<file path="src/design/apm_pkg.sv">
package apm_pkg;

  // Sizes
  localparam int MAG_W              = 32;
  localparam int ROOT_W             = 17;
  localparam int HISTORY_DEPTH_DEF  = 2;
  localparam int QUEUE_DEPTH        = 2;

  // Configuration register indexes
  localparam int CFG_INDEX_W = 2;
  localparam int CFG_DATA_W  = 2;
  localparam logic [CFG_INDEX_W-1:0] CFG_SAMPLE_SIZE = 2'd0;
  localparam logic [CFG_INDEX_W-1:0] CFG_SAMPLE_KIND = 2'd1;
  localparam logic [CFG_INDEX_W-1:0] CFG_BIG_ENDIAN  = 2'd2;

  // Sample size codes
  localparam logic [1:0] SIZE_8  = 2'd0;
  localparam logic [1:0] SIZE_16 = 2'd1;
  localparam logic [1:0] SIZE_32 = 2'd2;

  // Sample kinds
  localparam logic [1:0] KIND_UNSIGNED = 2'd0;
  localparam logic [1:0] KIND_SIGNED   = 2'd1;
  localparam logic [1:0] KIND_FLOAT    = 2'd2;

  // Float decode: magnitude = mantissa * (2^31 - 1) scaled by 2^(exp - 150)
  localparam int         SCALE_SHIFT  = 31;
  localparam int         PROD_W       = 24 + SCALE_SHIFT;
  localparam logic [7:0] EXP_SPECIAL  = 8'hff;
  localparam logic [7:0] EXP_OFFSET   = 8'd150;

  typedef struct packed {
    logic [1:0] size;
    logic [1:0] kind;
    logic       big_endian;
  } apm_cfg_t;

  typedef struct packed {
    logic [MAG_W-1:0]  chunk_peak;
    logic [ROOT_W-1:0] level_root;
    logic [ROOT_W-1:0] history_peak;
  } apm_result_t;

endpackage

</file>
<file path="src/design/apm_queue.sv">
module apm_queue #(
  parameter int WIDTH = 32,
  parameter int DEPTH = 2
) (
  input  logic             clk,
  input  logic             rst,
  input  logic             push,
  input  logic [WIDTH-1:0] wdata,
  output logic             full,
  input  logic             pop,
  output logic [WIDTH-1:0] rdata,
  output logic             empty
);

  localparam int PTR_W = (DEPTH > 1) ? $clog2(DEPTH) : 1;
  localparam int CNT_W = $clog2(DEPTH + 1);

  logic [WIDTH-1:0] entries [DEPTH];
  logic [PTR_W-1:0] wr_ptr;
  logic [PTR_W-1:0] rd_ptr;
  logic [CNT_W-1:0] count;
  logic             do_push;
  logic             do_pop;

  assign full    = (count == CNT_W'(DEPTH));
  assign empty   = (count == '0);
  assign do_push = push && !full;
  assign do_pop  = pop && !empty;
  assign rdata   = entries[rd_ptr];

  // pointers and fill count
  always_ff @(posedge clk) begin
    if (rst) begin
      wr_ptr <= '0;
      rd_ptr <= '0;
      count  <= '0;
    end else begin
      if (do_push) begin
        wr_ptr <= (wr_ptr == PTR_W'(DEPTH - 1)) ? '0 : wr_ptr + 1'b1;
      end
      if (do_pop) begin
        rd_ptr <= (rd_ptr == PTR_W'(DEPTH - 1)) ? '0 : rd_ptr + 1'b1;
      end
      if (do_push && !do_pop) begin
        count <= count + 1'b1;
      end else if (do_pop && !do_push) begin
        count <= count - 1'b1;
      end
    end
  end

  // storage
  always_ff @(posedge clk) begin
    if (do_push) begin
      entries[wr_ptr] <= wdata;
    end
  end

endmodule

</file>
<file path="src/design/apm_front.sv">
module apm_front (
  input  logic                     clk,
  input  logic                     rst,
  input  apm_pkg::apm_cfg_t        cfg,
  input  logic                     push,
  output logic                     full,
  input  logic [31:0]              raw_sample_word,
  input  logic                     chunk_end,
  output logic                     peak_push,
  output logic [apm_pkg::MAG_W-1:0] peak_data,
  input  logic                     peak_full
);

  import apm_pkg::*;

  // decode stage signals
  logic [7:0]        b0, b1, b2, b3;
  logic [15:0]       v16;
  logic [31:0]       v32;
  logic [MAG_W-1:0]  int_mag;
  logic              use_float;
  logic [7:0]        ex;
  logic [7:0]        ex_eff;
  logic [23:0]       man;
  logic [PROD_W-1:0] prod;

  // stage 1 registers
  logic              s1_valid;
  logic              s1_end;
  logic              s1_float;
  logic              s1_special;
  logic              s1_nan;
  logic [7:0]        s1_ex;
  logic [PROD_W-1:0] s1_prod;
  logic [MAG_W-1:0]  s1_int;

  // stage 1 logic
  logic [7:0]              up_amt;
  logic [7:0]              dn_amt;
  logic [PROD_W+MAG_W-1:0] wide_l;
  logic [PROD_W-1:0]       wide_r;
  logic [MAG_W-1:0]        flt_mag;
  logic [MAG_W-1:0]        mag;
  logic [MAG_W-1:0]        max_val;
  logic [MAG_W-1:0]        run_max;
  logic                    accept;
  logic                    advance;

  // byte order and integer magnitude
  always_comb begin
    b0 = raw_sample_word[7:0];
    b1 = raw_sample_word[15:8];
    b2 = raw_sample_word[23:16];
    b3 = raw_sample_word[31:24];
    v16 = cfg.big_endian ? {b0, b1} : {b1, b0};
    v32 = cfg.big_endian ? {b0, b1, b2, b3} : {b3, b2, b1, b0};
    int_mag   = '0;
    use_float = 1'b0;
    unique case (cfg.size)
      SIZE_8: begin
        if (cfg.kind == KIND_UNSIGNED) begin
          int_mag = {24'd0, b0};
        end else if (cfg.kind == KIND_SIGNED) begin
          int_mag = b0[7] ? (32'd256 - {24'd0, b0}) : {24'd0, b0};
        end
      end
      SIZE_16: begin
        if (cfg.kind == KIND_UNSIGNED) begin
          int_mag = {16'd0, v16};
        end else if (cfg.kind == KIND_SIGNED) begin
          int_mag = v16[15] ? (32'h0001_0000 - {16'd0, v16}) : {16'd0, v16};
        end
      end
      SIZE_32: begin
        if (cfg.kind == KIND_UNSIGNED) begin
          int_mag = v32;
        end else if (cfg.kind == KIND_SIGNED) begin
          int_mag = v32[31] ? (32'd0 - v32) : v32;
        end else if (cfg.kind == KIND_FLOAT) begin
          use_float = 1'b1;
        end
      end
      default: ;
    endcase
    // float fields; scale by 2^31 - 1 as shift and subtract
    ex     = v32[30:23];
    ex_eff = (ex == 8'd0) ? 8'd1 : ex;
    man    = {(ex != 8'd0), v32[22:0]};
    prod   = {man, SCALE_SHIFT'(0)} - {SCALE_SHIFT'(0), man};
  end

  assign full    = s1_valid && s1_end && peak_full;
  assign accept  = push && !full;
  assign advance = s1_valid && !(s1_end && peak_full);

  // float magnitude: align by exponent, saturate above 32 bits
  always_comb begin
    up_amt  = s1_ex - EXP_OFFSET;
    dn_amt  = EXP_OFFSET - s1_ex;
    wide_l  = {{MAG_W{1'b0}}, s1_prod} << up_amt[4:0];
    wide_r  = s1_prod >> dn_amt;
    flt_mag = '0;
    if (s1_special) begin
      flt_mag = s1_nan ? '0 : '1;
    end else if (s1_prod == '0) begin
      flt_mag = '0;
    end else if (s1_ex >= EXP_OFFSET) begin
      if (up_amt > 8'd31 || (|wide_l[PROD_W+MAG_W-1:MAG_W])) begin
        flt_mag = '1;
      end else begin
        flt_mag = wide_l[MAG_W-1:0];
      end
    end else begin
      flt_mag = (|wide_r[PROD_W-1:MAG_W]) ? '1 : wide_r[MAG_W-1:0];
    end
    mag     = s1_float ? flt_mag : s1_int;
    max_val = (mag > run_max) ? mag : run_max;
  end

  assign peak_push = s1_valid && s1_end && !peak_full;
  assign peak_data = max_val;

  // stage 1 valid and running chunk maximum
  always_ff @(posedge clk) begin
    if (rst) begin
      s1_valid <= 1'b0;
      run_max  <= '0;
    end else begin
      if (accept) begin
        s1_valid <= 1'b1;
      end else if (advance) begin
        s1_valid <= 1'b0;
      end
      if (advance) begin
        run_max <= s1_end ? '0 : max_val;
      end
    end
  end

  // stage 1 payload
  always_ff @(posedge clk) begin
    if (accept) begin
      s1_end     <= chunk_end;
      s1_float   <= use_float;
      s1_special <= (ex == EXP_SPECIAL);
      s1_nan     <= |v32[22:0];
      s1_ex      <= ex_eff;
      s1_prod    <= prod;
      s1_int     <= int_mag;
    end
  end

endmodule

</file>
<file path="src/design/apm_back.sv">
module apm_back #(
  parameter int HISTORY_DEPTH = apm_pkg::HISTORY_DEPTH_DEF
) (
  input  logic                      clk,
  input  logic                      rst,
  input  logic                      peak_empty,
  output logic                      peak_pop,
  input  logic [apm_pkg::MAG_W-1:0] peak_data,
  output logic                      res_push,
  output apm_pkg::apm_result_t      res_data,
  input  logic                      res_full
);

  import apm_pkg::*;

  localparam int PTR_W      = (HISTORY_DEPTH > 1) ? $clog2(HISTORY_DEPTH) : 1;
  localparam int CNT_W      = 6;
  localparam int DIV_STEPS  = MAG_W + 1;
  localparam int SQRT_STEPS = (MAG_W + 2) / 2;
  localparam int QUOT_W     = MAG_W + 2;
  localparam int SREM_W     = ROOT_W + 2;
  localparam int REM2_W     = SREM_W + 2;

  localparam logic [2:0] ST_IDLE  = 3'd0;
  localparam logic [2:0] ST_DIV   = 3'd1;
  localparam logic [2:0] ST_SQRT  = 3'd2;
  localparam logic [2:0] ST_STORE = 3'd3;
  localparam logic [2:0] ST_EMIT  = 3'd4;

  logic [2:0]        state;
  logic [CNT_W-1:0]  cnt;
  logic [MAG_W-1:0]  peak;
  logic [MAG_W-1:0]  atp;
  logic [MAG_W-1:0]  atp_new;
  logic [MAG_W-1:0]  drem;
  logic [QUOT_W-1:0] quot;
  logic [SREM_W-1:0] srem;
  logic [ROOT_W-1:0] root;
  logic [ROOT_W-1:0] hist [HISTORY_DEPTH];
  logic [PTR_W-1:0]  ptr;
  logic [ROOT_W-1:0] hmax;

  logic              bit_in;
  logic [MAG_W:0]    dsh;
  logic [MAG_W:0]    ddiff;
  logic              dge;
  logic [REM2_W-1:0] rem2;
  logic [REM2_W-1:0] trial;
  logic [REM2_W-1:0] sdiff;
  logic              sge;

  // restoring divide step and square root digit step
  always_comb begin
    atp_new = (peak_data > atp) ? peak_data : atp;
    bit_in  = (cnt == '0) ? peak[0] : 1'b0;
    dsh     = {drem, bit_in};
    dge     = (dsh >= {1'b0, atp});
    ddiff   = dsh - {1'b0, atp};
    rem2    = {srem, quot[QUOT_W-1:QUOT_W-2]};
    trial   = {2'b00, root, 2'b01};
    sge     = (rem2 >= trial);
    sdiff   = rem2 - trial;
  end

  // largest history entry
  always_comb begin
    hmax = '0;
    for (int i = 0; i < HISTORY_DEPTH; i++) begin
      if (hist[i] > hmax) begin
        hmax = hist[i];
      end
    end
  end

  assign peak_pop = (state == ST_IDLE) && !peak_empty;
  assign res_push = (state == ST_EMIT) && !res_full;

  assign res_data.chunk_peak   = peak;
  assign res_data.level_root   = root;
  assign res_data.history_peak = hmax;

  // sequencer, all-time peak and history ring
  always_ff @(posedge clk) begin
    if (rst) begin
      state <= ST_IDLE;
      cnt   <= '0;
      atp   <= '0;
      ptr   <= '0;
      for (int i = 0; i < HISTORY_DEPTH; i++) begin
        hist[i] <= '0;
      end
    end else begin
      unique case (state)
        ST_IDLE: begin
          if (!peak_empty) begin
            atp   <= atp_new;
            cnt   <= '0;
            state <= (atp_new == '0) ? ST_STORE : ST_DIV;
          end
        end
        ST_DIV: begin
          if (cnt == CNT_W'(DIV_STEPS - 1)) begin
            cnt   <= '0;
            state <= ST_SQRT;
          end else begin
            cnt <= cnt + 1'b1;
          end
        end
        ST_SQRT: begin
          if (cnt == CNT_W'(SQRT_STEPS - 1)) begin
            cnt   <= '0;
            state <= ST_STORE;
          end else begin
            cnt <= cnt + 1'b1;
          end
        end
        ST_STORE: begin
          hist[ptr] <= root;
          ptr       <= (ptr == PTR_W'(HISTORY_DEPTH - 1)) ? '0 : ptr + 1'b1;
          state     <= ST_EMIT;
        end
        ST_EMIT: begin
          if (!res_full) begin
            state <= ST_IDLE;
          end
        end
        default: state <= ST_IDLE;
      endcase
    end
  end

  // datapath: quotient then root of the quotient
  always_ff @(posedge clk) begin
    if (state == ST_IDLE && !peak_empty) begin
      peak <= peak_data;
      drem <= {1'b0, peak_data[MAG_W-1:1]};
      quot <= '0;
      srem <= '0;
      root <= '0;
    end else if (state == ST_DIV) begin
      drem <= dge ? ddiff[MAG_W-1:0] : dsh[MAG_W-1:0];
      quot <= {quot[QUOT_W-2:0], dge};
    end else if (state == ST_SQRT) begin
      quot <= {quot[QUOT_W-3:0], 2'b00};
      srem <= sge ? sdiff[SREM_W-1:0] : rem2[SREM_W-1:0];
      root <= {root[ROOT_W-2:0], sge};
    end
  end

endmodule

</file>
<file path="src/design/audio_peak_level_meter.sv">
// Audio peak level meter. Samples enter at one per clock while full is low
// (push/full) and are decoded (8/16/32-bit, unsigned, signed or float, either
// byte order) into magnitudes; the running chunk maximum is kept as they pass.
// The sample flagged chunk_end hands the chunk peak through a two-entry
// queue to a sequencer that folds it into the all-time peak, divides one bit
// per cycle and takes the square root two bits per cycle, and takes the next
// peak only when the last result has been handed on. Results leave
// through a two-entry result queue read with empty/pop. Chunks shorter than
// the back-end time fill the peak queue and then hold full high until a
// slot frees. Configuration is taken on cfg_valid (cfg_ready is always high)
// and must only change while no samples are in flight.
module audio_peak_level_meter #(
  parameter int HISTORY_DEPTH = apm_pkg::HISTORY_DEPTH_DEF
) (
  input  logic                            clk,
  input  logic                            rst,
  input  logic                            push,
  output logic                            full,
  input  logic [31:0]                     raw_sample_word,
  input  logic                            chunk_end,
  output logic                            empty,
  input  logic                            pop,
  output logic [apm_pkg::MAG_W-1:0]       chunk_peak,
  output logic [apm_pkg::ROOT_W-1:0]      level_root,
  output logic [apm_pkg::ROOT_W-1:0]      history_peak,
  input  logic                            cfg_valid,
  output logic                            cfg_ready,
  input  logic [apm_pkg::CFG_INDEX_W-1:0] cfg_index,
  input  logic [apm_pkg::CFG_DATA_W-1:0]  cfg_data
);

  import apm_pkg::*;

  apm_cfg_t          cfg;
  logic              peak_push;
  logic [MAG_W-1:0]  peak_wdata;
  logic              peak_full;
  logic              peak_pop;
  logic [MAG_W-1:0]  peak_rdata;
  logic              peak_empty;
  logic              res_push;
  apm_result_t       res_wdata;
  logic              res_full;
  apm_result_t       res_rdata;

  assign cfg_ready = 1'b1;

  // configuration registers
  always_ff @(posedge clk) begin
    if (rst) begin
      cfg.size       <= SIZE_16;
      cfg.kind       <= KIND_SIGNED;
      cfg.big_endian <= 1'b0;
    end else if (cfg_valid && cfg_ready) begin
      unique case (cfg_index)
        CFG_SAMPLE_SIZE: cfg.size       <= cfg_data;
        CFG_SAMPLE_KIND: cfg.kind       <= cfg_data;
        CFG_BIG_ENDIAN:  cfg.big_endian <= cfg_data[0];
        default: ;
      endcase
    end
  end

  // sample decode and chunk maximum
  apm_front u_front (
    .clk             (clk),
    .rst             (rst),
    .cfg             (cfg),
    .push            (push),
    .full            (full),
    .raw_sample_word (raw_sample_word),
    .chunk_end       (chunk_end),
    .peak_push       (peak_push),
    .peak_data       (peak_wdata),
    .peak_full       (peak_full)
  );

  // chunk peaks waiting for the back end
  apm_queue #(
    .WIDTH (MAG_W),
    .DEPTH (QUEUE_DEPTH)
  ) u_peak_queue (
    .clk   (clk),
    .rst   (rst),
    .push  (peak_push),
    .wdata (peak_wdata),
    .full  (peak_full),
    .pop   (peak_pop),
    .rdata (peak_rdata),
    .empty (peak_empty)
  );

  // all-time peak, divide, root and history
  apm_back #(
    .HISTORY_DEPTH (HISTORY_DEPTH)
  ) u_back (
    .clk        (clk),
    .rst        (rst),
    .peak_empty (peak_empty),
    .peak_pop   (peak_pop),
    .peak_data  (peak_rdata),
    .res_push   (res_push),
    .res_data   (res_wdata),
    .res_full   (res_full)
  );

  // finished results
  apm_queue #(
    .WIDTH ($bits(apm_result_t)),
    .DEPTH (QUEUE_DEPTH)
  ) u_res_queue (
    .clk   (clk),
    .rst   (rst),
    .push  (res_push),
    .wdata (res_wdata),
    .full  (res_full),
    .pop   (pop),
    .rdata (res_rdata),
    .empty (empty)
  );

  assign chunk_peak   = res_rdata.chunk_peak;
  assign level_root   = res_rdata.level_root;
  assign history_peak = res_rdata.history_peak;

endmodule

</file>
<file path="config.mk">
export PLATFORM = sky130hd
export DESIGN_NAME = audio_peak_level_meter
export DESIGN_NICKNAME = d
export VERILOG_FILES = /design/src/design/apm_pkg.sv /design/src/design/apm_queue.sv /design/src/design/apm_front.sv /design/src/design/apm_back.sv /design/src/design/audio_peak_level_meter.sv
export SDC_FILE = /design/constraint.sdc
export NUM_CORES = 2
export LEC_CHECK = 0
export BUFFER_PORTS_ARGS = -buffer_cell sky130_fd_sc_hd__buf_2
export CELL_PAD_IN_SITES_DETAIL_PLACEMENT = 0
export CELL_PAD_IN_SITES_GLOBAL_PLACEMENT = 1
export CORE_MARGIN = 2
export CORE_UTILIZATION = 35
export CTS_BUF_LIST = sky130_fd_sc_hd__clkbuf_4 sky130_fd_sc_hd__clkbuf_8 sky130_fd_sc_hd__clkbuf_16
export DETAILED_ROUTE_END_ITERATION = 10
export PLACE_DENSITY = 0.57
export SETUP_SLACK_MARGIN = 0.4
export SYNTH_ARGS = -nofsm -noshare
export SYNTH_HDL_FRONTEND = slang
export SYNTH_SLANG_ARGS = --single-unit
</file>
<file path="constraint.sdc">
create_clock -name clk -period 8.4 [get_ports clk]
set_input_delay 1.68 -clock clk [delete_from_list [all_inputs] [get_ports clk]]
set_output_delay 1.68 -clock clk [all_outputs]
set_load 0.05 [all_outputs]
</file>
==> reports/metrics.csv <==
metric;value;unit
grt_max_degree;93;
seqPwrFrac;31.0;%
synth_compound_area_share;17.4;%
fin_ws;0.758;ns
worstSetupStartpointType;flip-flop;
place.gp.congestion;0.908;
dp_cells;4993;
antenna_found_initial;0;
viasPerCell;5.60;
yosys_warnings;0;
clock_skew;0.0325;ns
leakage;14.7;nW
swShare;40.7;%
coreArea;0.102;mm^2
finalCritPeriodShare;91.0;%
fin_nets;3880;
area_growth;12.3;%
crit_arrival;8.16;ns
rsz0062_at_grt;false;
dieArea;0.105;mm^2
maxCapViolCount;0;
post-place-ws;0.511;ns
grt_overflow;0;
p_sw;5.10;mW
io_buffer_count;109;
synthMuxAreaShare;13.4;%
fin_tns_setup;0;ns
wl_per_cell;22.5;um
clk_pin_slew;0.06;ns
synth_top_family_by_area;compound AO/OA/AOI/OAI gates;
worstMarginPinSlew;1.37;ns
clockRootBuffer;clkbuf_16;
clkSinkCount;553;
hp-class;reg2reg;
drc;0;
drv_slew;0;
fmax;0.131;GHz
drive_gt1_share;15.6;%
synth_cell_type_count;84;
clock_latency;0.64;ns
yosysSeqAreaShare;41.8;%
vias;28700;
synth-xor-area-share;2.86;%
netlist_area;0.0359;mm^2
cts_resized;0;
clockBufferDepth;3;
powerDensity;311;mW/mm^2
grt_usage;21.7;%
num_rows;117;
synthArstFlopShare;0;%
first_global_vias;27300;
crit_path_end_kind;flip-flop;
slew_headroom;7.96;%
pwr-share-comb;44.7;%
pwr-share-clk;24.3;%
ir_drop;157;uV
ys.flop_type;edfxtp_1;
drt_pass1_iterations;8;
hold_violations;0;
synth-edff-count;392;
syn_area_per_cell;9.78;um^2
power;12.5;mW
synth-adder-area-share;5.04;%
io_pins;111;
final_cells;5117;
htreeDepth;3;
crit_top_cell;buf_4;
syn_nets;3854;
cp.required;8.92;ns
netlist_instances;3668;
crit_slowest_cell;edfxtp_1;
path_class;reg2reg;
start_util;35.3;%
post_cts_buffers;0;
ctsHoldBuffers;0;
max_stage_delay;0.63;ns
internal_power;7.43;mW
die_h;324;um
synthSimpleGateAreaFrac;14.4;%
num_antenna_cells;0;
setup_violations;0;
cp_max_fo;71;
initialDrtViolationCount;2326;
grt_pass1_wl;175000;um
final_antenna_net_count;0;
drt-total-wl;115000;um
status;completed;
cts_made_buffers;67;
fin_crit;7.64;ns
synth-seq-cells;553;
hpwlAfterDp;85300;um
cts_tree;done;
die_w;324;um
-- power by group through the flow --
stage	Clock (mW)	Sequential, mW	Combinational [mW]
2_1_floorplan	0	3.76	4.22
3_3_place_gp	0	3.93	5.61
3_5_place_dp	0	3.94	5.59
4_1_cts	3.14	3.89	5.61
5_1_grt	3.24	3.94	6.23
6_report	3.04	3.89	5.60
-- worst paths after layout --
check	from	cells after the start	slack, ns	endpoint
max	u_front.s1_ex[2]	25	0.76	u_front.run_max[1]
min	u_back.peak[6]	0	0.44	u_res_queue.entries[0][40]
max reg2reg	u_front.s1_ex[2]	25	0.76	u_front.run_max[1]
min reg2reg	u_back.peak[6]	0	0.44	u_res_queue.entries[0][40]
-- cell usage after synthesis, types with 19 or more instances --
| library cell | n | area (um^2) |
|---|---|---|
| inv_1 | 199 | 747 |
| nand2b_1 | 20 | 125 |
| buf_2 | 29 | 145 |
| mux2_2 | 110 | 1240 |
| and2_1 | 32 | 200 |
| xor2_1 | 57 | 499 |
| buf_1 | 30 | 113 |
| nand3_1 | 82 | 410 |
| edfxtp_1 | 392 | 11800 |
| nand4_1 | 48 | 300 |
| a211oi_1 | 82 | 616 |
| o31ai_1 | 35 | 263 |
| ha_1 | 143 | 1790 |
| xnor2_1 | 60 | 526 |
| clkbuf_1 | 163 | 612 |
| a22oi_1 | 37 | 278 |
| dfxtp_1 | 161 | 3220 |
| mux2i_1 | 114 | 1140 |
| a31oi_1 | 42 | 263 |
| and3_1 | 23 | 144 |
| nor2b_1 | 36 | 225 |
| a21o_1 | 77 | 578 |
| nand2_1 | 335 | 1260 |
| o21ai_0 | 153 | 766 |
| o21a_1 | 27 | 203 |
| o211ai_1 | 41 | 308 |
| mux4_2 | 107 | 2410 |
| or3_1 | 19 | 119 |
| nor4_1 | 56 | 350 |
| nor3_1 | 54 | 270 |
| o21ai_1 | 27 | 135 |
| nor2_1 | 330 | 1240 |
| a21oi_1 | 298 | 1490 |
-- kinds of logic (layout without fill, tap and decap cells) --
group,after synthesis,after routing
compound gates,975,975
xor+xnor,117,117
fa+ha+maj,144,144
buf+inv,443,524
flops,553,553
mux,331,331
other cells,1,1
simple gates,1104,1104
-- layout by cell type (no fill, tap or decap), types with 28 or more instances in the layout --
cell type,n
a211oi_1,81
a21o_1,77
a21oi_1,298
a22oi_1,37
a31oi_1,42
and2_1,28
buf_2,108
buf_4,86
clkbuf_16,67
dfxtp_1,158
edfxtp_1,392
ha_1,142
inv_1,198
mux2_2,110
mux2i_1,114
mux4_2,107
nand2_1,334
nand3_1,82
nand4_1,48
nor2_1,328
nor2b_1,33
nor3_1,54
nor4_1,56
o211ai_1,41
o21ai_0,152
o31ai_1,35
xnor2_1,55
xor2_1,55
-- metrics by stage --
step | cell area (um^2) | hold WS (ns) | util [%]
global placement | 37900 | 0.422 | 37.3
CTS | 40300 | 0.428 | 39.6
finish | 40300 | 0.439 | 39.6
floorplan | 35900 | 0.421 | -
detailed placement | 37900 | 0.430 | 37.3
global route | 40300 | 0.441 | 39.6
-- state kept, by name (all words and copies together), names as in the netlist, 34 cells and up, named ones only --
| name | cells |
|---|---|
| u_peak_queue.entries | 64 |
| u_back.quot | 34 |
| u_res_queue.entries | 132 |
| u_back.hist | 34 |
| u_front.s1_prod | 55 |
-- cell type report --
cell class | count | area [um^2]
fillers | 10200 | 61500
well taps | 1368 | 1710
inverters | 203 | 768
clock inverters | 38 | 505
multi-input cells | 2672 | 19200
clock buffers | 86 | 1860
flip-flops and latches | 553 | 15000
repair buffers | 197 | 1240
-- metal layers --
layer | up-vias | global-route usage (%) | share of wire, %
met4 | 0 | 6.81 | 3.1
met2 | 849 | 34.9 | 46
li1 | 13800 | - | -
met3 | 173 | 2.87 | 4.8
met5 | - | 0 | 0
met1 | 13900 | 30.3 | 46
-- worst max-delay path: cells and delay by family (launching register included) --
family	cells	cell delay, ns
flip-flops	1	0.63
AO/OA/AOI/OAI	9	2.08
adder cells (fa/ha/maj)	2	0.72
AND/OR/NAND/NOR	9	2.47
buffers and inverters	5	1.51
No activity file was read; power rests on OpenSTA's default activity.
